**src/dpb_pkg.sv**
```systemverilog
// ----------------------------------------------------------------------------
// dpb_pkg
// Shared widths, types and helpers for the depth pixel back-projection unit.
// ----------------------------------------------------------------------------
package dpb_pkg;

  localparam int IDX_W    = 12;           // pixel and centre index width
  localparam int DEPTH_W  = 24;           // depth, unsigned Q16.8
  localparam int SCALE_W  = 24;           // angle scale, unsigned Q0.24
  localparam int COORD_W  = 24;           // result coordinate, signed Q16.8
  localparam int T_W      = IDX_W + SCALE_W;   // raw tangent, Q.24
  localparam int TN_W     = 28;           // tangent after normalising
  localparam int K_W      = 4;            // normalising shift, 0..8
  localparam int K_MAX    = T_W - TN_W;   // largest shift
  localparam int ONE_SH   = 24;           // unity in Q.24
  localparam int TSQ_W    = 2 * TN_W;
  localparam int RAD_W    = 58;           // radicand, even width
  localparam int ROOT_W   = RAD_W / 2;
  localparam int PSIN_W   = DEPTH_W + TN_W;
  localparam int PCOS_W   = DEPTH_W + ONE_SH;
  localparam int NUM_W    = PSIN_W + 1;
  localparam int Q_W      = DEPTH_W;      // quotient never exceeds depth
  localparam int SUM_W    = COORD_W + 2;

  // front stages, square root, numerator add, divider, output register
  localparam int LATENCY  = 5 + ROOT_W + 1 + Q_W + 1;

  // register map, word index
  localparam logic [1:0] REG_CENTER_ROW  = 2'd0;
  localparam logic [1:0] REG_CENTER_COL  = 2'd1;
  localparam logic [1:0] REG_ANGLE_SCALE = 2'd2;
  localparam logic [1:0] REG_Z_OFFSET    = 2'd3;

  localparam logic signed [COORD_W-1:0] COORD_MAX = {1'b0, {(COORD_W-1){1'b1}}};
  localparam logic signed [COORD_W-1:0] COORD_MIN = {1'b1, {(COORD_W-1){1'b0}}};

  // per-axis terms carried alongside the square root
  typedef struct packed {
    logic [PSIN_W-1:0] prod_sin;
    logic [PCOS_W-1:0] prod_cos;
    logic              neg;
  } axis_side_t;

  typedef struct packed {
    logic [COORD_W-1:0] val;
    logic               sat;
  } clamp_t;

  // clamp a wide signed value into a coordinate
  function automatic clamp_t clamp_coord(input logic signed [SUM_W-1:0] v);
    clamp_t res;
    if (v > SUM_W'(COORD_MAX)) begin
      res.val = COORD_MAX;
      res.sat = 1'b1;
    end else if (v < SUM_W'(COORD_MIN)) begin
      res.val = COORD_MIN;
      res.sat = 1'b1;
    end else begin
      res.val = v[COORD_W-1:0];
      res.sat = 1'b0;
    end
    return res;
  endfunction

endpackage

```
**src/dpb_sqrt_pipe.sv**
```systemverilog
// ----------------------------------------------------------------------------
// dpb_sqrt_pipe
// Integer square root, one root bit per register stage, with the axis terms
// carried alongside.
// ----------------------------------------------------------------------------
module dpb_sqrt_pipe
  import dpb_pkg::*;
(
  input  logic              clk,
  input  logic              rst,
  input  logic              vld_in,
  input  logic [RAD_W-1:0]  rad,
  input  axis_side_t        side_in,
  output logic              vld_out,
  output logic [ROOT_W-1:0] root,
  output axis_side_t        side_out
);

  localparam int N   = ROOT_W;
  localparam int RW  = ROOT_W + 2;
  localparam int EW  = RW + 2;

  logic [N:0]       vld_s;
  logic [RAD_W-1:0] rad_s  [0:N];
  logic [RW-1:0]    rem_s  [0:N];
  logic [N-1:0]     q_s    [0:N];
  axis_side_t       side_s [0:N];

  assign vld_s[0]  = vld_in;
  assign rad_s[0]  = rad;
  assign rem_s[0]  = '0;
  assign q_s[0]    = '0;
  assign side_s[0] = side_in;

  for (genvar g = 0; g < N; g++) begin : g_stage
    logic [EW-1:0] acc, trial;
    logic [RW-1:0] rem_next;
    logic [N-1:0]  q_next;

    // bring down the next two radicand bits and try the next root bit
    always_comb begin
      acc   = {rem_s[g], rad_s[g][RAD_W-1-2*g -: 2]};
      trial = EW'({q_s[g], 2'b01});
      if (acc >= trial) begin
        rem_next = RW'(acc - trial);
        q_next   = {q_s[g][N-2:0], 1'b1};
      end else begin
        rem_next = RW'(acc);
        q_next   = {q_s[g][N-2:0], 1'b0};
      end
    end

    always_ff @(posedge clk) begin
      if (rst) begin
        vld_s[g+1] <= 1'b0;
      end else begin
        vld_s[g+1] <= vld_s[g];
      end
    end

    always_ff @(posedge clk) begin
      rad_s[g+1]  <= rad_s[g];
      rem_s[g+1]  <= rem_next;
      q_s[g+1]    <= q_next;
      side_s[g+1] <= side_s[g];
    end
  end

  assign vld_out  = vld_s[N];
  assign root     = q_s[N];
  assign side_out = side_s[N];

endmodule

```
**config.mk**
```make
export PLATFORM = sky130hd
export DESIGN_NAME = dpb_sqrt_pipe
export DESIGN_NICKNAME = d
export VERILOG_FILES = /design/src/dpb_pkg.sv /design/src/dpb_sqrt_pipe.sv
export SDC_FILE = /design/constraint.sdc
export NUM_CORES = 2
export LEC_CHECK = 0
export BUFFER_PORTS_ARGS = -buffer_cell sky130_fd_sc_hd__buf_2
export CORE_MARGIN = 5
export CORE_UTILIZATION = 57
export CTS_BUF_LIST = sky130_fd_sc_hd__clkbuf_8
export DETAILED_ROUTE_END_ITERATION = 10
export PLACE_DENSITY = 0.83
export SLEW_MARGIN = 20
export SYNTH_ARGS = -nofsm -noshare
export SYNTH_HDL_FRONTEND = slang
export SYNTH_SLANG_ARGS = --single-unit
```
**constraint.sdc**
```tcl
create_clock -name clk -period 3.35 [get_ports clk]
set_input_delay 0.1675 -clock clk [delete_from_list [all_inputs] [get_ports clk]]
set_output_delay 0.1675 -clock clk [all_outputs]
set_load 0.01 [all_outputs]
```
### Yosys cells after proc, flatten, opt, wreduce, memory -nomap -nowiden

Cells that the tools add are included.
Widths: inputs -> output; s select.

* memories: 0
* memory bits (writable): 0
* memory bits (read-only): 0
* output and inout port bits: 131
* input bits: 162
* bits in latches: 0
* register bits after elaboration: 5045
* logic and storage cells: 316

* divide/modulo/power cells: 0
* bitwise logic cells: 0
* equality and inequality tests: 0
* mux-type cells: 57
* reductions and logical operators: 0
* $add $sub $neg: 28
* shift operators: 0
* magnitude comparators: 29
* $mul: 0

Operator list (count)
* $mux 31: 27
* $ge 33x10->1: 1
* $ge 33x11->1: 1
* $ge 33x12->1: 1
* $ge 33x13->1: 1
* $ge 33x14->1: 1
* $ge 33x15->1: 1
* $ge 33x16->1: 1
* $ge 33x17->1: 1
* $ge 33x18->1: 1
* $ge 33x19->1: 1
* $ge 33x20->1: 1
* $ge 33x21->1: 1
* $ge 33x22->1: 1
* $ge 33x23->1: 1
* $ge 33x24->1: 1
* $ge 33x25->1: 1
* $ge 33x26->1: 1
* $ge 33x27->1: 1
* $ge 33x28->1: 1
* $ge 33x29->1: 1
* $ge 33x3->1: 1
* $ge 33x30->1: 1
* $ge 33x4->1: 1
* 36 further kinds: 64

### Longest topological paths before layout

* word-level depth: 2
* depth in mapped cells: 14
* gate-level depth less buffers: 13

### Worst setup path after synthesis

No wires, ideal clock.

* path kind: register to register
* start point: reg rem_s (netlist bit g_stage[5].acc[10])
* end point: reg rem_s (netlist bit g_stage[6].acc[15])
* path buffers: 0
* period minus slack after synthesis: 3.122 ns
* data arrival time: 2.988 ns
* slack: 0.228 ns
* library setup time: 0.134 ns
* stages on the path, launching flop included: 11
* required time: 3.216 ns
* path through: dfxtp_1 > or3_1 > or4_1 > or4_1 > or2_2 > or2_1 > nor2_2 > inv_2 > nand2_1 > nor4_1 > xor2_1

* cells in the longest elaborated chain, start to end: 2
* elaborated cells on any way between the ends: 3
* those cells by class: 1 x add/sub; 1 x order compare; 1 x mux

RTL lines
* start, declared: line dpb_sqrt_pipe.sv:25 `logic [RW-1:0] rem_s [0:N];`
* start signal, assigned by index: line dpb_sqrt_pipe.sv:63 `rem_s[g+1] <= rem_next;`
* $sub 31x7->31 or $ge 33x7->1 (tied branches): line dpb_sqrt_pipe.sv:45, dpb_sqrt_pipe.sv:44
* $mux 31 (*): line dpb_sqrt_pipe.sv:44 `if (acc >= trial) begin`
* net g_stage[5].rem_next[13]: line dpb_sqrt_pipe.sv:37 `logic [RW-1:0] rem_next;`

The timed path passes the listed nets; every way through them passes the cells marked *.
A chain may end at the register's enable or synchronous reset.

### Worst setup path after layout

* start point: reg rem_s (netlist bit g_stage[2].acc[2])
* end point: reg rem_s (netlist bit g_stage[3].acc[3])

* cells in the longest elaborated chain, start to end: 2

RTL lines (line)
* $ge 33x4->1: dpb_sqrt_pipe.sv:44
* $mux 31: dpb_sqrt_pipe.sv:44
* net g_stage[2].rem_next[1]: dpb_sqrt_pipe.sv:37

The timed path passes the listed nets, and every way through them passes these cells.

==> metrics <==
clock-pin transition on the worst setup and hold timing paths 90 ps; Crit path buffers/inverters 2; overall routed net length 292,000 µm; nature of the critical path endpoint flop; Netlist Area Pre-Place 135,000 µm²; HP Class primary input to flop; commonest register cell after synthesis dfxtp_1; Layout Nets 12,300; failing checks setup timing; Slew Limit Fails 0; area grow syn2layout 17.7%; FFs w/ async S/R, synth 0; antenna violations before repair 19; Routed Antenna Nets 0; power per cell area 826 nW/µm²; outcome finished with violations; Synth Instances 10,400; Post-synth EDFFs 0; Die H 497 µm; Leak 72.4 nW; Total Routing Usage GR 0.233; clock buffer count from CTS 715; vias in the first global route 82,500; post-synthesis net count 11,100; Slowest Stage Delay on Critical Path 540 ps; Setup WS post-layout -9.95 ps; Setup CP Type flop to flop; largest net degree at the start of global routing 42; Avg WL per Cell 18.9 µm; Max Cap Viol 0; DRC viols 0; Starting Density 0.573; Synth cell types 88; share of cells above drive strength 1 0.138; Crit-path slowest cell dfxtp_1; TritonCTS clock tree built; Seq/Total Area, Yosys 0.744; Max clock buf depth 4; Slew headroom 0.394; fin util 0.675; final setup fails 1; Clock Skew 181 ps; worst slew pin tran 906 ps; Placed Instances 13,800; post-route insts no fill 15,400; drt via density 5.01; Rows 178; fill cell count 15,400; Clk Latency, worst-skew pair 1170 ps; Die X 497 µm; GRT overflow 0; I/O pins 293; crit-path max FO 10; CP Data Required Time 4320 ps; register bit total from synthesis 5,017; Vias 77,300; fmax 298 MHz; first-pass GRT wire length 454,000 µm; total core area 235,000 µm²; part of the cycle the worst path needs 1.00; Port Buffers 292; Final Hold Viols 0; Yosys warnings 0; H-tree levels 6; initial DRC count 5,580; Design Area, Final 159,000 µm²; CP delay by family, top simple AND/OR/NAND/NOR gates; Die ar. 247,000 µm²; worst vdd ir 633 µV; CTS Sinks 5,017; total power 131 mW; CP cell instances ha_1, o21a_1, o21ai_0, nand2b_1, or3_1, nor2b_4, clkinvlp_4, buf_4, nor2_1, a21oi_2; element type at the critical path start flop; Cell Area, Placed 141,000 µm²; Detailed Routing Iterations Pass 1 8; Final HPWL DP 174,000 µm; Root Driver clkbuf_8; min Tclk post-route 3360 ps; CP arrival 4330 ps; gpl congestion 0.889; Syn Area/Cell 12.9 µm²
cell usage after synthesis, types with 92 or more instances:
cell      count  area (µm²)
ha_1        468        5860
nand3_1     118         591
inv_1       561        2110
xor2_1      326        2860
nand2_1     496        1860
nor4_1       92         576
dfxtp_1    5017      100000
nor2_1      483        1810
a21o_1      165        1240
clkbuf_1    137         514
nor2b_1      95         594
nor3_1      192         961
a21oi_1     452        2260
buf_4       101         758
xnor2_1     344        3010
o21ai_0     391        1960
flip-flops by register name (all words and copies together) (netlist names):
register and cells:
side_s 2828, vld_out 1, rad_s 756, root 29
vld_s 28, g_stage.acc 868, g_stage.trial 406, side_out 101
cells in the final DEF (no fill, tap or decap), types with 84 or more instances in the layout:
master,instances
nor2b_1,94
buf_4,170
buf_2,292
nor2_1,481
dlygate4sd3_1,325
a21o_1,165
inv_1,786
dfxtp_1,5017
xor2_1,326
nand3_1,118
o21a_1,84
a21oi_1,447
nand2_1,496
ha_1,465
o21ai_0,387
xnor2_1,343
clkbuf_8,903
nor3_1,187
nand2b_1,90
kinds of logic after synthesis:
kind of cell	Yosys count	synth area share
other	1	0.0000278
AOI/OAI and AO/OA	1471	0.0673
muxes	72	0.00590
and+or+nand+nor	1936	0.0705
xor gates and xnor gates	670	0.0435
adders and majority gates	468	0.0434
buffers and inverters	809	0.0254
DFF	5017	0.744
report_power, final:
group | total (mW) | leakage [nW] | internal (mW) | switching [mW]
logic | 12.4 | 21.7 | 5.61 | 6.84
clock network | 49.0 | 8.47 | 25.9 | 23.1
registers | 69.8 | 42.2 | 65.7 | 4.07
repair_timing:
item	CTS	global route
hold endpoints to repair	189	0
gates resized for setup	0	55
endpoints found under the setup margin	0	138
buffers inserted	0	5
hold buffers	325	0
per-layer routing:
layer  track usage  vias up  part of all wire
li1              -    37200                 -
met2         0.413     2695              0.50
met3        0.0492     1011             0.057
met1         0.267    36400              0.39
met4         0.117       10             0.052
met5             0        -           0.00022
per-stage QoR:
step	TNS (ps)	hold slack, ps	setup slack, ps
after floorplan	0	195	228
after CTS	0	40.5	29.2
after global routing	-14.3	80.6	-14.3
after detailed placement	0	271	81.2
after global placement	0	269	92.2
final	-9.95	168	-9.95
tightest hold or removal path: stages:
cell           delay (ps)
dlygate4sd3_1         530
buf_2                  90
dlygate4sd3_1         530
worst paths after layout:
kind / start / to / slack, ps / cells after the start
worst min register to register: side_s[1194]$_DFF_P_ / side_s[1093]$_DFF_P_ / 190 / 0
worst max register to register: g_stage[2].acc[2]$_DFF_P_ / g_stage[3].acc[3]$_DFF_P_ / -10 / 10
worst max-delay path: g_stage[2].acc[2]$_DFF_P_ / g_stage[3].acc[3]$_DFF_P_ / -10 / 10
worst min-delay path: side_in[52] / side_s[2880]$_DFF_P_ / 170 / 3
layout make-up:
class	instances	area [µm²]	share of cell area
clock inverter	364	2400	0.0151
antenna	9	22.5	0.000142
clock buffer	903	12400	0.0782
multi-input combinational	4618	31400	0.198
inverter	563	2120	0.0133
tap	3150	3940	0.0248
sequential	5017	100000	0.632
timing repair buffer	796	6150	0.0387
(Power assumes the default switching activity.)
