[src/dpb_pkg.sv]
// ----------------------------------------------------------------------------
// dpb_pkg
// Shared widths, types and helpers for the depth pixel back-projection unit.
// ----------------------------------------------------------------------------
package dpb_pkg;

  localparam int IDX_W    = 12;           // pixel and centre index width
  localparam int DEPTH_W  = 24;           // depth, unsigned Q16.8
  localparam int SCALE_W  = 24;           // angle scale, unsigned Q0.24
  localparam int COORD_W  = 24;           // result coordinate, signed Q16.8
  localparam int T_W      = IDX_W + SCALE_W;   // raw tangent, Q.24
  localparam int TN_W     = 28;           // tangent after normalising
  localparam int K_W      = 4;            // normalising shift, 0..8
  localparam int K_MAX    = T_W - TN_W;   // largest shift
  localparam int ONE_SH   = 24;           // unity in Q.24
  localparam int TSQ_W    = 2 * TN_W;
  localparam int RAD_W    = 58;           // radicand, even width
  localparam int ROOT_W   = RAD_W / 2;
  localparam int PSIN_W   = DEPTH_W + TN_W;
  localparam int PCOS_W   = DEPTH_W + ONE_SH;
  localparam int NUM_W    = PSIN_W + 1;
  localparam int Q_W      = DEPTH_W;      // quotient never exceeds depth
  localparam int SUM_W    = COORD_W + 2;

  // front stages, square root, numerator add, divider, output register
  localparam int LATENCY  = 5 + ROOT_W + 1 + Q_W + 1;

  // register map, word index
  localparam logic [1:0] REG_CENTER_ROW  = 2'd0;
  localparam logic [1:0] REG_CENTER_COL  = 2'd1;
  localparam logic [1:0] REG_ANGLE_SCALE = 2'd2;
  localparam logic [1:0] REG_Z_OFFSET    = 2'd3;

  localparam logic signed [COORD_W-1:0] COORD_MAX = {1'b0, {(COORD_W-1){1'b1}}};
  localparam logic signed [COORD_W-1:0] COORD_MIN = {1'b1, {(COORD_W-1){1'b0}}};

  // per-axis terms carried alongside the square root
  typedef struct packed {
    logic [PSIN_W-1:0] prod_sin;
    logic [PCOS_W-1:0] prod_cos;
    logic              neg;
  } axis_side_t;

  typedef struct packed {
    logic [COORD_W-1:0] val;
    logic               sat;
  } clamp_t;

  // clamp a wide signed value into a coordinate
  function automatic clamp_t clamp_coord(input logic signed [SUM_W-1:0] v);
    clamp_t res;
    if (v > SUM_W'(COORD_MAX)) begin
      res.val = COORD_MAX;
      res.sat = 1'b1;
    end else if (v < SUM_W'(COORD_MIN)) begin
      res.val = COORD_MIN;
      res.sat = 1'b1;
    end else begin
      res.val = v[COORD_W-1:0];
      res.sat = 1'b0;
    end
    return res;
  endfunction

endpackage

[src/dpb_div_pipe.sv]
// ----------------------------------------------------------------------------
// dpb_div_pipe
// Restoring divider, one quotient bit per register stage. The numerator is
// known to be below den * 2^Q_W, so only Q_W quotient bits are formed.
// ----------------------------------------------------------------------------
module dpb_div_pipe
  import dpb_pkg::*;
(
  input  logic              clk,
  input  logic [NUM_W-1:0]  num,
  input  logic [ROOT_W-1:0] den,
  output logic [Q_W-1:0]    quo
);

  logic [NUM_W-1:0]  num_s [0:Q_W];
  logic [ROOT_W-1:0] den_s [0:Q_W];
  logic [ROOT_W-1:0] rem_s [0:Q_W];
  logic [Q_W-1:0]    q_s   [0:Q_W];

  assign num_s[0] = num;
  assign den_s[0] = den;
  assign rem_s[0] = num[NUM_W-1:Q_W];
  assign q_s[0]   = '0;

  for (genvar g = 0; g < Q_W; g++) begin : g_stage
    logic [ROOT_W:0]   acc;
    logic              ge;
    logic [ROOT_W-1:0] rem_next;

    // shift in the next numerator bit, subtract where it fits
    always_comb begin
      acc      = {rem_s[g], num_s[g][Q_W-1-g]};
      ge       = acc >= {1'b0, den_s[g]};
      rem_next = ge ? ROOT_W'(acc - {1'b0, den_s[g]}) : ROOT_W'(acc);
    end

    always_ff @(posedge clk) begin
      num_s[g+1] <= num_s[g];
      den_s[g+1] <= den_s[g];
      rem_s[g+1] <= rem_next;
      q_s[g+1]   <= {q_s[g][Q_W-2:0], ge};
    end
  end

  assign quo = q_s[Q_W];

endmodule

[config.mk]
export PLATFORM = sky130hd
export DESIGN_NAME = dpb_div_pipe
export DESIGN_NICKNAME = d
export VERILOG_FILES = /design/src/dpb_pkg.sv /design/src/dpb_div_pipe.sv
export SDC_FILE = /design/constraint.sdc
export NUM_CORES = 2
export LEC_CHECK = 0
export BUFFER_PORTS_ARGS = -buffer_cell sky130_fd_sc_hd__buf_4
export CAP_MARGIN = 20
export CELL_PAD_IN_SITES_DETAIL_PLACEMENT = 0
export CELL_PAD_IN_SITES_GLOBAL_PLACEMENT = 1
export CORE_MARGIN = 1.5
export CORE_UTILIZATION = 35
export CTS_CLUSTER_SIZE = 20
export DETAILED_ROUTE_END_ITERATION = 6
export PLACE_DENSITY_LB_ADDON = 0.1
export SYNTH_ARGS = -nofsm -noshare
export SYNTH_HDL_FRONTEND = slang
export SYNTH_SLANG_ARGS = --single-unit
[constraint.sdc]
create_clock -name clk -period 5.3 [get_ports clk]
set_input_delay 0.53 -clock clk [delete_from_list [all_inputs] [get_ports clk]]
set_output_delay 0.53 -clock clk [all_outputs]
set_load 0.02 [all_outputs]
### Word level (Yosys, flattened, before mapping)

Index checks and enable logic that the tools add are counted.
Widths: inputs -> output; s select.

| storage, ports and cells | value |
|---|---|
| bits in latches | 0 |
| register bits | 1,910 |
| memory bits (read-only) | 0 |
| input bits | 83 |
| memories | 0 |
| logic and storage cells | 163 |
| output and inout bits | 24 |
| memory bits (writable) | 0 |

| operators by class | value |
|---|---|
| shifts and indexed selects | 0 |
| eq/ne operators | 0 |
| div/mod/pow operators | 0 |
| bitwise operators | 0 |
| multiply operators | 0 |
| mux-type cells | 23 |
| reduce and logical (&&, ||, !) cells | 0 |
| add/subtract/negate cells | 23 |
| order comparisons | 24 |

Operators with widths:

| operator | count |
|---|---|
| $ge 30x29->1 | 24 |
| $mux 29 | 23 |
| $sub 29x29->29 | 23 |

### Depth between registers and ports, before layout

| logic depth | value |
|---|---|
| depth after elaboration | 2 |
| mapped depth | 16 |
| gate-level depth less buffers | 15 |

### Worst setup path after synthesis

Ideal clock, no wire load.

| timing | value |
|---|---|
| path type | input to register |
| start point | in num[23] |
| end point | reg rem_s (netlist bit g_stage[1].acc[21]) |
| path buffers | 1 |
| path slack | 1.751 ns |
| setup time | 0.121 ns |
| stages | 16 |
| required time | 5.179 ns |
| arrival | 3.428 ns |
| cell sequence | inv_1 > ha_1 > inv_1 > fa_1 > a21o_1 > nand4_1 > nand2_1 > a31oi_1 > a21o_1 > o31ai_1 > a21oi_2 > a21o_1 > a21oi_1 > a2111oi_2 > buf_4 > mux2_2 |

| on the way | value |
|---|---|
| word-level cells in the longest chain between the ends | 2 |
| elaborated cells between the ends (all ways) | 3 |
| those cells by class | add/sub: 1; order compare: 1; mux: 1 |

RTL lines:

| what | RTL line | RTL |
|---|---|---|
| start, declared | dpb_div_pipe.sv:10 | `input logic [NUM_W-1:0] num,` |
| $sub 29x29->29 / $ge 30x29->1 (equally long branches) | dpb_div_pipe.sv:34, dpb_div_pipe.sv:33 |  |
| $mux 29 (*) | dpb_div_pipe.sv:34 | `rem_next = ge ? ROOT_W'(acc - {1'b0, den_s[g]}) : ROOT_W'(acc);` |
| via g_stage[0].rem_next[20] | dpb_div_pipe.sv:28 | `logic [ROOT_W-1:0] rem_next;` |
| end signal, assigned by index | dpb_div_pipe.sv:40 | `rem_s[g+1] <= rem_next;` |
| end, declared | dpb_div_pipe.sv:17 | `logic [ROOT_W-1:0] rem_s [0:Q_W];` |

The timed path passes the listed nets; every way through them passes the cells marked *.

### Worst setup path in the final report

| timing | value |
|---|---|
| start point | reg num_s (netlist bit g_stage[16].acc[0]) |
| end point | reg rem_s (netlist bit g_stage[17].acc[20]) |

| on the way | value |
|---|---|
| word-level cells in the longest chain between the ends | 2 |
| elaborated cells between the ends (all ways) | 3 |
| those cells by class | add/sub: 1; order compare: 1; mux: 1 |

RTL lines:

| what | RTL line | RTL |
|---|---|---|
| start, declared | dpb_div_pipe.sv:15 | `logic [NUM_W-1:0] num_s [0:Q_W];` |
| start signal, assigned by index | dpb_div_pipe.sv:38 | `num_s[g+1] <= num_s[g];` |
| $sub 29x29->29 / $ge 30x29->1 (equally long branches) | dpb_div_pipe.sv:34, dpb_div_pipe.sv:33 |  |
| $mux 29 (*) | dpb_div_pipe.sv:34 |  |
| via g_stage[16].rem_next[19] | dpb_div_pipe.sv:28 |  |

Marks and branches as above.

==> results.toml <==
[outcome]
outcome = "completed"

[clock_network]
clock-root-buffer = "clkbuf_16"
clkLatencyLatePin_ps = 870
cts_buffer_depth = 3
numCtsBuffers = 210
clock-sinks = 1910
path_clk_slew_ps = 60
cts_max_level = 4
postCtsSetupBuffers = 0
cts_tree = "yes"

[finish]
area_growth_pct = 15.8
nets = 9310
layout.cells.non_filler = 11700
drive_gt1_frac = 0.0965
fillerInstances = 22600
multi_input_area_sq_mm = 0.0385
regArea_sq_mm = 0.0382
finalInstanceArea_sq_mm = 0.0934

[global_route]
overflow = 0
first_global_vias = 55600
grtUsageTotal = 0.179
antenna_found_initial = 10
grt_pass1_wl_um = 329000
grt_start_max_net_pins = 55

[floorplan]
coreArea_sq_mm = 0.230
dieArea_sq_mm = 0.234
rows = 176
dieWidth_um = 483
die_h_um = 483
ioPinCount = 107
start_util = 0.351

[run]
drv_cap = 0

[setup_path]
crit_path_end_kind = "register"
worstReg2RegStart = "g_stage[16].acc[0]$_DFF_P_"
cp_max_fo = 38
critPathLaunchType = "register"
crit_required_ps = 6040
setup.worst_path.start = "g_stage[16].acc[0]$_DFF_P_"
arrival_ps = 5200
crit_type = "register to register"

[synth]
synth_top_cell_by_area = "dfxtp_1"
async_flop_share = 0
ys_warn_count = 0
synth_top_area_frac = 0.474
syn_inst = 8249
synth_edf_count = 0
syn_avg_cell_area_sq_um = 9.79
synth-seq-cells = 1910
synth_nets = 9051
ys.flop_type = "dfxtp_1"
synth_area_sq_mm = 0.0807
ys_types = 104
ys_seq_area_frac = 0.474
yosys-top-cells-area = "dfxtp_1 47%, ha_1 11%, inv_1 4.0%"

[routing]
viasPerCell = 4.79
first_iter_violations = 3194
route.detailed.drc = 0
ant_nets = 0
wl_met3_um = 7810
detail_route.wirelength.met1_um = 104000
first_pass_iters = 5
drt_wl_total_um = 212000
top_layer = "met4"
wl_per_cell_um = 18.1
vias = 56100
wl_met2_um = 95900

[sta]
maxSlewHeadroom = 0.181
maxSlewViolCount = 0
fin_crit_ps = 4460
fin_crit_sh = 0.842
timing_hold_violations_final = 0
setup_viol = 0
tightestPinTransition_ps = 1210
tns_ps = 0
grt_setup_unrepaired = "no"
clock.fmax_mhz = 224
clock_skew_ps = 43.7

[placement]
place_inst = 11200
hpwl_um = 167000
placed_cell_area_sq_mm = 0.0849
gp_congestion = 0.862
portBuffers = 106

[power_and_ir_drop]
cellPowerDensity_mw_per_mm2 = 718
power_mw = 67.1
leakage_nw = 42.8
peakVddDrop_mv = 0.316

[worst_hold_path]
hold_class = "primary input to register"
min-delay-start = "num[52]"
critical path, cell delays in order, from the launching register on:
cell and delay, ps:
dfxtp_1 380, inv_1 60, ha_1 210, fa_1 400, nor2b_1 120, o21a_1 140
o21ai_0 120, a31oi_1 500, a21oi_1 280, a221o_1 470, o211a_1 290, o21ai_2 180
a21bo_2 150, buf_4 390, buf_4 290, nor2_1 60, a21oi_1 270
registers in the layout, indices dropped and copies added, names as in the netlist:
register     cells
g_stage.acc    690
den_s          667
q_s            276
num_s          253
quo             24
placed cells by master, fill, tap and decap left out, types with 22 or more instances in the layout:
master         count
a211o_1           28
a211oi_1          54
a21o_1           321
a21oi_1          570
a31oi_1           53
and2_1            27
and3_1            57
buf_4            146
bufinv_16         39
clkbuf_1          33
clkbuf_16        210
clkbuf_8          42
clkinv_2          35
dfxtp_1         1910
dlygate4sd3_1     81
fa_1              23
ha_1             696
inv_1            866
mux2_1            26
mux2_2           246
mux2i_1           24
nand2_1          560
nand2b_1          99
nand3_1          132
nand4_1           91
nor2_1           396
nor2b_1           93
nor3_1            73
nor4_1            35
o211ai_1          26
o21a_1            85
o21ai_0          534
o21ai_1           22
o21bai_1          65
o31ai_1           48
or3_1             24
xnor2_1          335
xor2_1           232
cells by family after synthesis:
| group | share of synthesized area |
|---|---|
| xor gates and xnor gates | 0.0615 |
| AOI/OAI and AO/OA | 0.159 |
| muxes | 0.0411 |
| buffers and inverters | 0.0515 |
| and+or+nand+nor | 0.0998 |
| DFF | 0.474 |
| adders and majority gates | 0.114 |
Yosys cell counts, types with 40 or more instances:
cell type / number
o31ai_1: 48
and3_1: 57
o21bai_1: 65
nor2_1: 396
ha_1: 696
a211oi_1: 54
o21a_1: 85
nand2b_1: 99
nor2b_1: 94
o21ai_0: 534
a21o_1: 321
clkbuf_1: 95
nand4_1: 91
mux2_2: 246
dfxtp_1: 1910
a21oi_1: 570
xor2_1: 232
a31oi_1: 53
nand2_1: 560
inv_1: 866
nand3_1: 132
nor3_1: 73
xnor2_1: 335
buf_4: 40
repair_timing:
action	in CTS	in global routing
gates resized for setup	0	0
hold buffers	81	0
endpoints found under the hold margin	81	0
stage by stage:
stage / util / worst slack, ps / hold slack [ps]
CTS: 0.407 / 934 / 152
finish: 0.407 / 836 / 230
global route: 0.407 / 550 / 194
floorplan: - / 1750 / 310
global placement: 0.369 / 891 / 310
detailed placement: 0.369 / 896 / 312
report_power, final:
part	total, mW	internal [mW]	switching, mW
Combinational	29.5	13.1	16.4
Clock	16.0	9.82	6.16
Sequential	21.6	18.8	2.78
final timing paths:
kind                            slack (ps)  cells past startpoint                          end
worst min-delay path                   230                      4             q_s[552]$_DFF_P_
worst max-delay path                   840                     16  g_stage[17].acc[20]$_DFF_P_
worst min register to register         300                      0           num_s[641]$_DFF_P_
worst max register to register         840                     16  g_stage[17].acc[20]$_DFF_P_
area by class of cell:
| type | count | area share |
|---|---|---|
| diodes | 4 | 0.000107 |
| clock buffers | 285 | 0.0637 |
| clock inverters | 106 | 0.0195 |
| inverters | 867 | 0.0348 |
| multi-input cells | 5291 | 0.412 |
| flip-flops and latches | 1910 | 0.409 |
| well taps | 3026 | 0.0405 |
| repair buffers | 228 | 0.0206 |
routing by layer:
metal  global-route usage  vias up
met5                    0        -
met2                0.291      870
met1                0.250    26000
li1                     -    29000
met3               0.0259      231
met4               0.0399        0
Power figures use the tool's default switching activity.
