File: src/dpb_pkg.sv
// ----------------------------------------------------------------------------
// dpb_pkg
// Shared widths, types and helpers for the depth pixel back-projection unit.
// ----------------------------------------------------------------------------
package dpb_pkg;

  localparam int IDX_W    = 12;           // pixel and centre index width
  localparam int DEPTH_W  = 24;           // depth, unsigned Q16.8
  localparam int SCALE_W  = 24;           // angle scale, unsigned Q0.24
  localparam int COORD_W  = 24;           // result coordinate, signed Q16.8
  localparam int T_W      = IDX_W + SCALE_W;   // raw tangent, Q.24
  localparam int TN_W     = 28;           // tangent after normalising
  localparam int K_W      = 4;            // normalising shift, 0..8
  localparam int K_MAX    = T_W - TN_W;   // largest shift
  localparam int ONE_SH   = 24;           // unity in Q.24
  localparam int TSQ_W    = 2 * TN_W;
  localparam int RAD_W    = 58;           // radicand, even width
  localparam int ROOT_W   = RAD_W / 2;
  localparam int PSIN_W   = DEPTH_W + TN_W;
  localparam int PCOS_W   = DEPTH_W + ONE_SH;
  localparam int NUM_W    = PSIN_W + 1;
  localparam int Q_W      = DEPTH_W;      // quotient never exceeds depth
  localparam int SUM_W    = COORD_W + 2;

  // front stages, square root, numerator add, divider, output register
  localparam int LATENCY  = 5 + ROOT_W + 1 + Q_W + 1;

  // register map, word index
  localparam logic [1:0] REG_CENTER_ROW  = 2'd0;
  localparam logic [1:0] REG_CENTER_COL  = 2'd1;
  localparam logic [1:0] REG_ANGLE_SCALE = 2'd2;
  localparam logic [1:0] REG_Z_OFFSET    = 2'd3;

  localparam logic signed [COORD_W-1:0] COORD_MAX = {1'b0, {(COORD_W-1){1'b1}}};
  localparam logic signed [COORD_W-1:0] COORD_MIN = {1'b1, {(COORD_W-1){1'b0}}};

  // per-axis terms carried alongside the square root
  typedef struct packed {
    logic [PSIN_W-1:0] prod_sin;
    logic [PCOS_W-1:0] prod_cos;
    logic              neg;
  } axis_side_t;

  typedef struct packed {
    logic [COORD_W-1:0] val;
    logic               sat;
  } clamp_t;

  // clamp a wide signed value into a coordinate
  function automatic clamp_t clamp_coord(input logic signed [SUM_W-1:0] v);
    clamp_t res;
    if (v > SUM_W'(COORD_MAX)) begin
      res.val = COORD_MAX;
      res.sat = 1'b1;
    end else if (v < SUM_W'(COORD_MIN)) begin
      res.val = COORD_MIN;
      res.sat = 1'b1;
    end else begin
      res.val = v[COORD_W-1:0];
      res.sat = 1'b0;
    end
    return res;
  endfunction

endpackage

File: src/dpb_axis_front.sv
// ----------------------------------------------------------------------------
// dpb_axis_front
// Offset, tangent product, normalisation and squaring for one axis.
// Five register stages; also forms the depth products for the divider.
// ----------------------------------------------------------------------------
module dpb_axis_front
  import dpb_pkg::*;
#(
  parameter int COORD_WIDTH = 12
) (
  input  logic               clk,
  input  logic               rst,
  input  logic               vld_in,
  input  logic [IDX_W-1:0]   idx,
  input  logic [IDX_W-1:0]   ctr,
  input  logic [DEPTH_W-1:0] depth,
  input  logic [SCALE_W-1:0] scale,
  output logic               vld_out,
  output logic [RAD_W-1:0]   rad,
  output axis_side_t         side
);

  localparam logic [IDX_W-1:0] IDX_MASK = IDX_W'((64'd1 << COORD_WIDTH) - 64'd1);

  // offset from centre, magnitude and sign
  logic [IDX_W-1:0]        idx_m, ctr_m, mag_c;
  logic signed [IDX_W:0]   off_c;
  logic [IDX_W:0]          off_neg;

  assign idx_m   = idx & IDX_MASK;
  assign ctr_m   = ctr & IDX_MASK;
  assign off_c   = $signed({1'b0, idx_m}) - $signed({1'b0, ctr_m});
  assign off_neg = -off_c;
  assign mag_c   = off_c[IDX_W] ? off_neg[IDX_W-1:0] : off_c[IDX_W-1:0];

  logic [4:0]         vld;
  logic [IDX_W-1:0]   mag_a;
  logic [3:0]         neg;
  logic [DEPTH_W-1:0] depth_a, depth_b, depth_c;
  logic [T_W-1:0]     t_b;
  logic [TN_W-1:0]    tn_c;
  logic [K_W-1:0]     k_c, k_d;
  logic [TSQ_W-1:0]   tsq_d;
  logic [PSIN_W-1:0]  psin_d;
  logic [PCOS_W-1:0]  pcos_d;
  logic [K_W-1:0]     k_next;
  logic [6:0]         one_sq_sh;

  // normalising shift: bring the tangent below 2^28
  always_comb begin
    k_next = '0;
    for (int i = 0; i < K_MAX; i++) begin
      if (t_b[TN_W+i]) k_next = K_W'(i + 1);
    end
  end

  assign one_sq_sh = 7'(2 * ONE_SH) - 7'({k_d, 1'b0});

  // valid bits
  always_ff @(posedge clk) begin
    if (rst) begin
      vld <= '0;
    end else begin
      vld <= {vld[3:0], vld_in};
    end
  end

  // payload stages
  always_ff @(posedge clk) begin
    // A: offset
    mag_a   <= mag_c;
    neg[0]  <= off_c[IDX_W];
    depth_a <= depth;
    // B: tangent product
    t_b     <= T_W'(mag_a) * T_W'(scale);
    neg[1]  <= neg[0];
    depth_b <= depth_a;
    // C: normalise
    tn_c    <= TN_W'(t_b >> k_next);
    k_c     <= k_next;
    neg[2]  <= neg[1];
    depth_c <= depth_b;
    // D: square and depth products
    tsq_d   <= TSQ_W'(tn_c) * TSQ_W'(tn_c);
    psin_d  <= PSIN_W'(depth_c) * PSIN_W'(tn_c);
    pcos_d  <= PCOS_W'(depth_c) << (ONE_SH - int'(k_c));
    k_d     <= k_c;
    neg[3]  <= neg[2];
    // E: radicand
    rad           <= RAD_W'(tsq_d) + (RAD_W'(1) << one_sq_sh);
    side.prod_sin <= psin_d;
    side.prod_cos <= pcos_d;
    side.neg      <= neg[3];
  end

  assign vld_out = vld[4];

endmodule

File: config.mk
export PLATFORM = sky130hd
export DESIGN_NAME = dpb_axis_front
export DESIGN_NICKNAME = d
export VERILOG_FILES = /design/src/dpb_pkg.sv /design/src/dpb_axis_front.sv
export SDC_FILE = /design/constraint.sdc
export NUM_CORES = 2
export LEC_CHECK = 0
export ABC_AREA = 1
export BUFFER_PORTS_ARGS = -buffer_cell sky130_fd_sc_hd__buf_2
export CORE_UTILIZATION = 43
export CTS_CLUSTER_SIZE = 16
export DETAILED_ROUTE_END_ITERATION = 7
export PLACE_DENSITY = 0.59
export SLEW_MARGIN = 10
export SYNTH_ARGS = -nofsm -noshare
export SYNTH_HDL_FRONTEND = slang
export SYNTH_SLANG_ARGS = --single-unit
File: constraint.sdc
create_clock -name clk -period 15.8 [get_ports clk]
set_input_delay 2.37 -clock clk [delete_from_list [all_inputs] [get_ports clk]]
set_output_delay 2.37 -clock clk [all_outputs]
set_load 0.1 [all_outputs]
; ---- Yosys cells after proc, flatten, opt, wreduce, memory -nomap -nowiden
; Index checks and enable logic that the tools add are counted.
[word_totals]
inputBits = 75
out_inout_bits = 160
ff_bits = 480
[op_classes]
multipliers = 3
mux = 9
add_sub_neg = 5
shifts = 3
[ops]
columns = op, n
row1 = $add A56 B58 Y58, 1
row2 = $shl A1 B7 Y58 const A, 1
row3 = $mul A28 B28 Y56, 1
row4 = $mul A24 B28 Y52, 1
row5 = $shl A24 B32 Y48, 1
row6 = $mul A12 B24 Y36, 1
row7 = $shr A36 B4 Y28, 1
row8 = $mux W4, 5
row9 = $sub A12 B12 Y13, 1
row10 = $mux W12, 1
row11 = $neg A12 Y12, 1
row12 = $sub A6 B5 Y7 const A, 1
row13 = $sub A5 B4 Y6 const A, 1
row14 = $mux W2, 2
row15 = $mux W1, 1

; ---- Depth between registers and ports, before layout
[logic_depth]
depth_word = 9
depth_mapped = 30

; ---- Worst setup path after synthesis
; No wires, ideal clock.
[synth_path]
path_type = input port to flip-flop
start = input scale[23]
end = register t_b[32]
cell_stages = 20
required_time_ps = 15728
arrival_time_ps = 6510
path_slack_ps = 9219
path_cell_list = clkbuf_1 > nand2_1 > fa_1 > inv_1 > fa_1 > inv_1 > fa_1 > inv_1 > fa_1 > inv_1 > fa_1 > inv_1 > ha_1 > nand2_1 > nor2_1 > nand2_1 > nor3_1 > nand2_1 > nand2_1 > xor2_1
[synth_via]
elab_chain_cells = 1
[synth_lines]
columns = item, line_no
row1 = start: declaration, dpb_axis_front.sv:17  ; input logic [SCALE_W-1:0] scale,
row2 = $mul A12 B24 Y36, dpb_axis_front.sv:75  ; t_b <= T_W'(mag_a) * T_W'(scale);
row3 = end signal: assignment, dpb_axis_front.sv:75
row4 = end: declaration, dpb_axis_front.sv:40  ; logic [T_W-1:0] t_b;
; No other way between the ends.
; A chain may end at the register's enable or synchronous reset.

; ---- Final worst setup path
[layout_path]
start = register tn_c[15]
end = register psin_d[41]
[layout_via]
elab_chain_cells = 1
[layout_lines]
columns = item, line_no
row1 = start: declaration, dpb_axis_front.sv:41  ; logic [TN_W-1:0] tn_c;
row2 = start signal: assignment, dpb_axis_front.sv:79  ; tn_c <= TN_W'(t_b >> k_next);
row3 = $mul A24 B28 Y52, dpb_axis_front.sv:85  ; psin_d <= PSIN_W'(depth_c) * PSIN_W'(tn_c);
row4 = end signal: assignment, dpb_axis_front.sv:85
row5 = end: declaration, dpb_axis_front.sv:44  ; logic [PSIN_W-1:0] psin_d;
; No other way between the ends.

==> results.json <==
{
  "wl_um": 205000,
  "die_w_um": 413,
  "finalHoldViolCount": 0,
  "ys_top_cells_by_area": "fa_1, inv_1, dfxtp_1",
  "synth_top_family_by_area": "adder cells",
  "slew_headroom_pct": 24.9,
  "fmax_mhz": 139,
  "dp_cells": 11582,
  "layout_commonest_cell": "inv_1",
  "drt_iter0_markers": 3494,
  "rows": 150,
  "yosysSeqAreaShare_pct": 13.2,
  "yosysWarnings": 0,
  "tns_ns": 0,
  "routedWlPerCell_um": 17.5,
  "min_from": "depth_a[9]$_DFF_P_",
  "cts.sinks": 479,
  "cp_data_arrival_time_ns": 7.67,
  "rsz0062_at_grt": "false",
  "drc": 0,
  "yosys-mux-area-fraction_pct": 0,
  "worstSkewPairLatency_ns": 0.66,
  "grt_pass1_vias": 61311,
  "ys_ff_latch": 479,
  "synth-simple-area-share_pct": 18.4,
  "synthArstFlopShare_pct": 0,
  "post-synth-top-area-fraction_pct": 38.3,
  "synth_cells": 9415,
  "fin_cells": 11677,
  "fin_nets": 11409,
  "synth.distinct_cells": 43,
  "synth-xor-area-share_pct": 1.83,
  "port_buffers": 234,
  "critPathLaunchType": "register",
  "routabilityCongestion": 0.981,
  "detailedRoute.firstPassIterationCount": 6,
  "chipHeight_um": 413,
  "drive_above_1_share_pct": 4.62,
  "h-tree-depth": 2,
  "tightestPinTransition_ns": 1.12,
  "final_cell_mix": "inv_1, nand2_1, fa_1, ha_1, dfxtp_1",
  "post_cts_buffers": 0,
  "grt_max_degree": 71,
  "cts_tree": "built",
  "drtAntennaViolNets": 0,
  "cap_violations": 0,
  "track_usage_pct": 24.7,
  "drv_slew": 0,
  "cts_buffers": 52,
  "area_growth_pct": 6.72,
  "clockBufferDepth": 3,
  "antenna_found_initial": 2,
  "worstReg2RegStart": "tn_c[15]$_DFF_P_",
  "crit_required_ns": 16.29,
  "synth-edff-count": 0,
  "postCtsResizedCells": 0,
  "status": "finished clean",
  "dp_hpwl_um": 167000,
  "worstSetupPathType": "register to register",
  "cts_hold_buffers": 0,
  "fp.coreArea_sq_um": 168000,
  "start_util_pct": 43.4,
  "overflow": 0,
  "timing.final.crit_share_pct": 45.4,
  "synth-adder-area-share_pct": 47.1,
  "clock-skew-final_ns": 0.0420,
  "period_needed_ns": 7.18,
  "crit_path_start": "tn_c[15]$_DFF_P_",
  "cp-end-kind": "register",
  "grt_pass1_wl_um": 331000,
  "finalSetupViolations": 0,
  "synth-main-ff-cell": "dfxtp_1",
  "synth_compound_area_share_pct": 4.05,
  "netlist_area_sq_um": 72800,
  "cts_root_buf": "clkbuf_16",
  "viasPerCell": 4.91,
  "yosysTopAreaCell": "fa_1",
  "via_count": 57390,
  "syn_area_per_cell_sq_um": 7.73,
  "path_clk_slew_ns": 0.06,
  "cp_max_fo": 40,
  "die-area_sq_um": 171000,
  "hp-class": "register to register",
  "ios": 235
}
state kept, by name, summed over array words and instances, names as in the netlist, 5 cells and up:
| name | count |
|---|---|
| tsq_d | 55 |
| psin_d | 52 |
| mag_a | 12 |
| rad | 58 |
| vld | 5 |
| depth_c | 24 |
| depth_b | 24 |
| depth_a | 24 |
| t_b | 36 |
| side | 101 |
| pcos_d | 48 |
| tn_c | 28 |
worst paths after layout:
path / endpoint / slack (ns) / depth (start not counted)
min: depth_b[9]$_DFF_P_ / 0.32 / 0
max: psin_d[41]$_DFF_P_ / 8.62 / 24
min reg2reg: depth_b[9]$_DFF_P_ / 0.32 / 0
max reg2reg: psin_d[41]$_DFF_P_ / 8.62 / 24
layout make-up:
class                           instances  area (sq um)
Antenna cell                            1          2.50
Clock buffer                           70          1460
Clock inverter                         24           333
Fill cell                           16788         89900
Inverter                             2635          9890
Multi-Input combinational cell       5977         52000
Sequential cell                       479          9660
Tap cell                             2204          2760
Timing Repair Buffer                  287          1570
worst max-delay path, stage by stage (launching register included):
cell	delay, ns
dfxtp_2	0.56
buf_4	0.60
nand2_1	0.11
inv_1	0.11
fa_1	0.45
fa_1	0.54
inv_1	0.05
fa_1	0.56
fa_1	0.47
fa_1	0.55
inv_1	0.05
fa_1	0.48
inv_1	0.06
fa_1	0.48
inv_1	0.11
ha_1	0.40
nand2_1	0.11
o21ai_0	0.36
inv_1	0.08
nand3_1	0.29
nand2_1	0.09
nand2_1	0.16
nand2_1	0.11
nand3_1	0.08
nand2_1	0.10
routing by layer:
| layer | share of wire [%] | global-route usage, % | vias to the layer above |
|---|---|---|---|
| li1 | - | - | 27082 |
| met3 | 4.9 | 2.38 | 295 |
| met2 | 49 | 43.0 | 1524 |
| met4 | 2.8 | 6.94 | 2 |
| met1 | 43 | 32.6 | 28487 |
| met5 | 0.0064 | 0 | - |
cells in the mapped netlist (all sizes together) (56+ instances only):
cell,instances
nand3,326
dfxtp,479
nand2,2517
a21oi,221
ha,510
clkbuf,261
inv,2635
o21ai,230
nand4,56
fa,1392
xor2,110
nor2,390
buf,77
kinds of logic (layout without fill, tap and decap cells):
group	Yosys count	after routing
AOI/OAI and AO/OA	539	539
adders and majority gates	1902	1902
and+or+nand+nor	3371	3371
buffers and inverters	2973	3016
other	1	16
DFF	479	479
xor gates and xnor gates	150	150
through the flow:
stage | setup WS, ns | util (%) | cell area (sq um) | hold slack, ns
after global placement | 8.72 | 45.3 | 75900 | 0.311
after floorplan | 9.22 | - | 72800 | 0.310
after CTS | 8.66 | 46.3 | 77700 | 0.324
final | 8.62 | 46.3 | 77700 | 0.321
after global routing | 8.32 | 46.3 | 77700 | 0.326
after detailed placement | 8.66 | 45.3 | 75900 | 0.312
Power is not shown: default switching activity piles up to over one toggle a cycle in this logic, so the estimate is an artifact.
